==> src/hw/rtl/psqc_pkg.sv <==
`timescale 1ns / 1ps
package psqc_pkg;

  typedef enum logic [2:0] {
    TYPE_F32 = 3'd0,
    TYPE_U8  = 3'd1,
    TYPE_U16 = 3'd2,
    TYPE_S8  = 3'd3,
    TYPE_S16 = 3'd4
  } data_type_e;

  localparam logic CMD_LOAD  = 1'b0;
  localparam logic CMD_STORE = 1'b1;

  typedef struct packed {
    logic        cmd;
    logic [2:0]  data_type;
    logic [5:0]  scale;
    logic [31:0] mem_data;
    logic [63:0] value_bits;
  } item_t;

  typedef struct packed {
    logic [63:0] double_bits;
    logic [31:0] store_bits;
    logic [2:0]  store_bytes;
    logic        bad_type;
  } result_t;

  // Position of the leading one of a 24-bit value (zero for zero).
  function automatic logic [4:0] lead_one(input logic [23:0] m);
    logic [4:0] p;
    p = '0;
    for (int i = 0; i < 24; i++) begin
      if (m[i]) p = 5'(i);
    end
    return p;
  endfunction

endpackage

==> src/hw/rtl/psqc_convert.sv <==
`timescale 1ns / 1ps
module psqc_convert import psqc_pkg::*; (
  input  item_t   item_i,
  output result_t result_o
);

  logic        neg_int;
  logic [16:0] mag_in;
  logic [4:0]  lp_int;
  logic [23:0] fman;
  logic [4:0]  lp_f;
  logic [7:0]  fex;
  logic [63:0] dbl;
  logic [31:0] st;
  logic [2:0]  bytes;
  logic        bad;
  logic        is_int;
  logic [10:0] dexp;
  logic        dneg;
  logic signed [12:0] e;
  logic [16:0] mag;
  logic [52:0] full;
  logic        sat_hi;
  logic        sat_lo;
  logic signed [17:0] lo;
  logic signed [17:0] hi;
  logic signed [17:0] v;
  logic signed [17:0] q;
  logic signed [11:0] ex_int;
  logic [15:0] md16;
  logic [7:0]  md8;

  always_comb begin
    md16 = item_i.mem_data[15:0];
    md8  = item_i.mem_data[7:0];
    bad = 1'b0;
    is_int = 1'b1;
    bytes = 3'd4;
    neg_int = 1'b0;
    mag_in = '0;
    lo = '0;
    hi = '0;
    case (item_i.data_type)
      TYPE_F32: begin
        is_int = 1'b0;
      end
      TYPE_U8: begin
        bytes = 3'd1; mag_in = {9'd0, md8}; hi = 18'sd255;
      end
      TYPE_U16: begin
        bytes = 3'd2; mag_in = {1'b0, md16}; hi = 18'sd65535;
      end
      TYPE_S8: begin
        bytes = 3'd1; neg_int = md8[7];
        mag_in = md8[7] ? {9'd0, 8'(-md8)} : {9'd0, md8};
        if (md8 == 8'h80) mag_in = 17'd128;
        lo = -18'sd128; hi = 18'sd127;
      end
      TYPE_S16: begin
        bytes = 3'd2; neg_int = md16[15];
        mag_in = md16[15] ? {1'b0, 16'(-md16)} : {1'b0, md16};
        if (md16 == 16'h8000) mag_in = 17'd32768;
        lo = -18'sd32768; hi = 18'sd32767;
      end
      default: begin
        bad = 1'b1;
      end
    endcase

    // Load path.
    lp_int = lead_one({7'd0, mag_in});
    ex_int = 12'sd1023 + 12'(lp_int) - 12'(signed'(item_i.scale));
    fex  = item_i.mem_data[30:23];
    fman = {1'b0, item_i.mem_data[22:0]};
    lp_f = lead_one(fman);
    dbl = '0;
    if (is_int) begin
      if (mag_in != '0) begin
        dbl = {neg_int, ex_int[10:0], 52'(({35'd0, mag_in} << (6'd52 - {1'b0, lp_int})))};
      end
    end else if (fex == 8'hFF) begin
      dbl = {item_i.mem_data[31], 11'h7FF, item_i.mem_data[22:0], 29'd0};
    end else if (fex == 8'd0) begin
      dbl = {item_i.mem_data[31], 63'd0};
      if (fman != '0) begin
        dbl = {item_i.mem_data[31], 11'(11'd874 + 11'(lp_f)),
               52'(({29'd0, fman[22:0]} << (6'd52 - {1'b0, lp_f})))};
      end
    end else begin
      dbl = {item_i.mem_data[31], 11'({3'd0, fex} + 11'd896), item_i.mem_data[22:0], 29'd0};
    end

    // Store path.
    dneg = item_i.value_bits[63];
    dexp = item_i.value_bits[62:52];
    e = 13'(dexp) - 13'sd1023 + 13'(signed'(item_i.scale));
    full = {1'b1, item_i.value_bits[51:0]};
    mag = '0;
    if (e >= 0 && e < 17) mag = 17'(full >> (6'd52 - 6'(e)));
    sat_hi = 1'b0;
    sat_lo = 1'b0;
    if (dexp == 11'h7FF || (dexp != 0 && e >= 17)) begin
      sat_lo = dneg; sat_hi = !dneg;
    end
    v = dneg ? -18'(signed'({1'b0, mag})) : 18'(signed'({1'b0, mag}));
    if (dexp == 0) v = '0;
    if (sat_lo) q = lo;
    else if (sat_hi) q = hi;
    else if (v < lo) q = lo;
    else if (v > hi) q = hi;
    else q = v;

    st = '0;
    if (!is_int) begin
      st = (dexp <= 11'd896) ? {dneg, 31'd0}
         : {item_i.value_bits[63:62], item_i.value_bits[58:29]};
    end else if (bytes == 3'd1) begin
      st = {24'd0, q[7:0]};
    end else begin
      st = {16'd0, q[15:0]};
    end

    result_o.bad_type    = bad;
    result_o.store_bytes = bytes;
    result_o.double_bits = (bad || item_i.cmd == CMD_STORE) ? '0 : dbl;
    result_o.store_bits  = (bad || item_i.cmd == CMD_LOAD) ? '0 : st;
  end

endmodule

==> src/hw/rtl/paired_single_quantize_convert.sv <==
`timescale 1ns / 1ps
// Channel  Handshake            Payload
// in       in_valid_i/ready_o   cmd, data_type, scale, mem_data, value_bits
// out      out_valid_o/ready_i  double_bits, store_bits, store_bytes, bad_type
// An item is registered, converted combinationally and held in the result register.
// One item per cycle is taken while the output is taken.
// The input register refills when the result register frees or is empty.
// Reset clears the valid bits only.
module paired_single_quantize_convert import psqc_pkg::*; (
  input  logic        clk_i,
  input  logic        rst_ni,
  input  logic        in_valid_i,
  output logic        in_ready_o,
  input  logic        cmd_i,
  input  logic [2:0]  data_type_i,
  input  logic [5:0]  scale_i,
  input  logic [31:0] mem_data_i,
  input  logic [63:0] value_bits_i,
  output logic        out_valid_o,
  input  logic        out_ready_i,
  output logic [63:0] double_bits_o,
  output logic [31:0] store_bits_o,
  output logic [2:0]  store_bytes_o,
  output logic        bad_type_o
);

  item_t   in_q;
  logic    in_vld_q;
  result_t res_d, res_q;
  logic    res_vld_q;
  logic    res_load;

  psqc_convert u_conv (.item_i(in_q), .result_o(res_d));

  assign res_load   = in_vld_q && (!res_vld_q || out_ready_i);
  assign in_ready_o = !in_vld_q || res_load;

  always_ff @(posedge clk_i or negedge rst_ni) begin
    if (!rst_ni) begin
      in_vld_q  <= 1'b0;
      res_vld_q <= 1'b0;
    end else begin
      if (in_ready_o) in_vld_q <= in_valid_i;
      if (res_load) res_vld_q <= 1'b1;
      else if (out_ready_i) res_vld_q <= 1'b0;
    end
  end

  always_ff @(posedge clk_i) begin
    if (in_ready_o && in_valid_i) begin
      in_q <= '{cmd: cmd_i, data_type: data_type_i, scale: scale_i,
                mem_data: mem_data_i, value_bits: value_bits_i};
    end
    if (res_load) res_q <= res_d;
  end

  assign out_valid_o   = res_vld_q;
  assign double_bits_o = res_q.double_bits;
  assign store_bits_o  = res_q.store_bits;
  assign store_bytes_o = res_q.store_bytes;
  assign bad_type_o    = res_q.bad_type;

endmodule

==> config.mk <==
export PLATFORM = sky130hd
export DESIGN_NAME = paired_single_quantize_convert
export DESIGN_NICKNAME = d
export VERILOG_FILES = /design/src/hw/rtl/psqc_pkg.sv /design/src/hw/rtl/psqc_convert.sv /design/src/hw/rtl/paired_single_quantize_convert.sv
export SDC_FILE = /design/constraint.sdc
export NUM_CORES = 1
export LEC_CHECK = 0
export BUFFER_PORTS_ARGS = -buffer_cell sky130_fd_sc_hd__buf_2
export CAP_MARGIN = 15
export CORE_ASPECT_RATIO = 1.2
export CORE_MARGIN = 8
export CORE_UTILIZATION = 35
export CTS_BUF_LIST = sky130_fd_sc_hd__clkbuf_4
export DETAILED_ROUTE_END_ITERATION = 10
export PLACE_DENSITY_LB_ADDON = 0.25
export SYNTH_ARGS = -nofsm -noshare
export SYNTH_HDL_FRONTEND = slang
export SYNTH_SLANG_ARGS = --single-unit
==> constraint.sdc <==
create_clock -name clk_i -period 16.87 [get_ports clk_i]
set_input_delay 4.2175 -clock clk_i [delete_from_list [all_inputs] [get_ports clk_i]]
set_output_delay 4.2175 -clock clk_i [all_outputs]
set_load 0.01 [all_outputs]
==> impl_metrics.csv <==
group,metric,value,unit
cells_and_area,seq_area,6240,sq um
drt,drt.antenna.violating_nets,0,
worst_setup_path,slowest_stage,"xnor3_2",
yosys,synth-seq-cells,208,
grt,grt_pass1_wl,89800,um
worst_setup_path,start_kind,"flip-flop",
yosys,syn_area,16800,sq um
clock_network,post_cts_resized,0,
die,pin_count,212,
grt,grt_pass1_vias,15400,
yosys,synth_top_flop_cell,"edfxtp_1",
pwr,cellLeakagePower,7.62,nW
worst_hold_path,worstHoldPathType,"reg2reg",
die,num_rows,88,
clock_network,cts_tree,"done",
clock_network,cts_hold_buf,0,
clock_network,cts_root_buf,"clkbuf_4",
drt,totalWireLength,58300,um
clock_network,clock_sinks,208,
clock_network,clk_pin_slew,80,ps
yosys,synth_cell_type_count,99,
place,hpwl,45000,um
clock_network,htree_levels,2,
worst_setup_path,cp.arrival,9450,ps
grt,overflow,0,
place,dp.cells,2542,
cells_and_area,fill_cells,4853,
worst_setup_path,crit_type,"reg2reg",
timing,timing.final.ws_setup,7990,ps
timing,min_period,8880,ps
drt,drt_iter0_markers,1090,
cells_and_area,final_nets,2136,
timing,fin_setup_tns,0,ps
yosys,yosysTopAreaCellShare,36.9,%
drt,drc_errors,0,
cells_and_area,areaGrowthSynthToFinish,13.4,%
outcome,outcome,"finished, final reports clean",
timing,slew_viol_final,0,
die,die_w,216,um
yosys,synth-async-reset-ratio,0.962,%
cells_and_area,multi_input_area,9890,sq um
timing,setup_violations,0,
timing,tightest_slew,1080,ps
die,start_util,35.2,%
worst_setup_path,critPathCaptureType,"flip-flop",
die,core-area,47700,sq um
drt,drt_pass1_iterations,6,
worst_setup_path,worst-path-max-fanout,47,
pwr,p_total,0.00213,W
timing,period_share,52.6,%
worst_setup_path,crit_path_frequent_cell,"inv_1",
timing,fmax,113,MHz
pwr,peakVddDrop,0.0638,mV
timing,skew,111,ps
clock_network,clockBufferDepth,3,
timing,slew-limit-headroom,28.1,%
drt,wl_per_cell,22.1,um
yosys,synth_area_leader_cell,"edfxtp_1",
yosys,yosysWarningCount,0,
drt,vias,15400,
grt,grt_start_max_net_pins,69,
worst_setup_path,cp_slowest_stage_delay,960,ps
grt,antenna_found_initial,2,
clock_network,clk_latency,820,ps
place,pre_cts_ws,8000,ps
timing,hold_viol_final,0,
clock_network,cts_setup_buffers,0,
yosys,syn_area_per_cell,9.35,sq um
clock_network,cts_buffers,53,
worst_setup_path,required,17440,ps
place,portBuffers,211,
pwr,power_density,112,nW/um^2
yosys,synth_edf_count,206,
cells_and_area,drive_gt1_share,21.4,%
die,die_area,55200,sq um
job,drv_cap,0,
die,die_y,256,um
yosys,synthTopCellsByArea,"edfxtp_1, mux2i_1, mux4_2",
cells_and_area,fin_cells,2634,
drt,drt-vias-per-instance,5.83,
place,place_congestion,0.966,
timing,rsz0062_at_grt,"no",
yosys,netlist_instances,1793,
grt,track_usage,20.5,%
yosys,ys_seq_area_share,37.2,%
power by group:
group	internal, W	switching, W
clock network	0.000202	0.000209
logic	0.000399	0.000666
registers	0.000617	0.0000373
total	0.00122	0.000912
kinds of logic (layout without fill, tap and decap cells):
logic type | count (synthesis) | after routing | synth area share (%)
and+or+nand+nor | 632 | 632 | 18.2
AOI/OAI and AO/OA | 507 | 507 | 20.0
DFF | 208 | 208 | 37.2
buffers and inverters | 177 | 377 | 4.33
muxes | 175 | 175 | 13.8
adders and majority gates | 57 | 57 | 4.34
xor gates and xnor gates | 36 | 36 | 2.14
other | 1 | 12 | 0.0224
worst paths after layout:
check	start	endpoint	slack [ps]	cells after the start
max	in_q[52]	store_bits_o[4]	7990	28
min	in_vld_q	out_valid_o	500	1
max reg2reg	in_q[52]	store_bits_o[4]	7990	28
min reg2reg	in_vld_q	out_valid_o	500	1
max in group asynchronous	rst_ni	in_vld_q	13490	1
min in group asynchronous	rst_ni	in_vld_q	3280	1
cells in the mapped netlist, drive strengths merged (19+ instances only):
cell type	n
a22oi	24
and2	26
xnor2	19
clkbuf	84
a21o	20
nand2	175
mux4	43
a21oi	154
nand4	22
nor2	170
o22ai	20
nand3	62
a211oi	25
nor3	50
ha	55
inv	54
buf	36
mux2	20
edfxtp	206
mux2i	112
o21ai	104
stage by stage:
stage	hold WS (ps)	area [sq um]	util, %
global placement	481	18300	38.5
finish	501	19000	39.9
floorplan	449	16800	-
CTS	505	19000	39.8
global route	559	19000	39.9
detailed placement	502	18300	38.5
layout make-up:
| cell class | count | area share (%) |
|---|---|---|
| multi-input combinational | 1415 | 52.0 |
| sequential | 208 | 32.8 |
| timing repair buffer | 234 | 6.62 |
| tap | 630 | 4.14 |
| clock buffer | 67 | 2.64 |
| inverter | 57 | 1.12 |
| clock inverter | 19 | 0.645 |
| antenna | 4 | 0.0526 |
layout by cell type, fill, tap and decap left out, types with 12 or more instances in the layout:
cell / synthesis / routed
a21oi_1: 151 / 151
o211ai_1: 15 / 15
xor2_1: 15 / 15
nand2b_1: 13 / 13
nand4_1: 22 / 22
mux2i_1: 112 / 112
clkbuf_4: 0 / 67
nand2_1: 174 / 174
or2_2: 12 / 12
o31ai_1: 16 / 16
o22ai_1: 20 / 19
nor4_1: 17 / 17
a211oi_1: 24 / 23
nor2_1: 169 / 169
and2_1: 25 / 23
nand3_1: 62 / 62
a31oi_1: 12 / 12
mux2_2: 20 / 20
nor3_1: 50 / 49
o21ai_0: 99 / 99
xnor2_1: 17 / 15
and3_1: 17 / 17
edfxtp_1: 206 / 206
inv_1: 51 / 51
ha_1: 55 / 53
buf_4: 8 / 20
mux4_2: 43 / 43
buf_2: 14 / 211
nor2b_1: 17 / 17
a22oi_1: 24 / 24
a21o_1: 20 / 20
registers in the layout (all words and copies together), names as in the netlist:
signal,count
bad_type_o,1
store_bits_o,32
out_valid_o,1
in_vld_q,1
in_q,106
double_bits_o,64
store_bytes_o,3
layer usage:
metal | up-vias | share of wire [%] | GRT usage [%]
met5 | - | 0 | 0
met4 | 0 | 4.8 | 10.1
met3 | 149 | 6.0 | 3.44
met2 | 620 | 49 | 35.5
met1 | 7344 | 40 | 24.2
li1 | 7253 | - | -
worst max-delay path: cells and delay by family (launching register included):
| kind | cells | cell delay, ps |
|---|---|---|
| compound gates | 7 | 1460 |
| xor+xnor | 2 | 1170 |
| fa+ha+maj | 3 | 1010 |
| buf+inv | 5 | 1180 |
| flops | 1 | 400 |
| mux | 2 | 850 |
| simple gates | 9 | 2500 |
No activity file was read; power rests on OpenSTA's default activity.
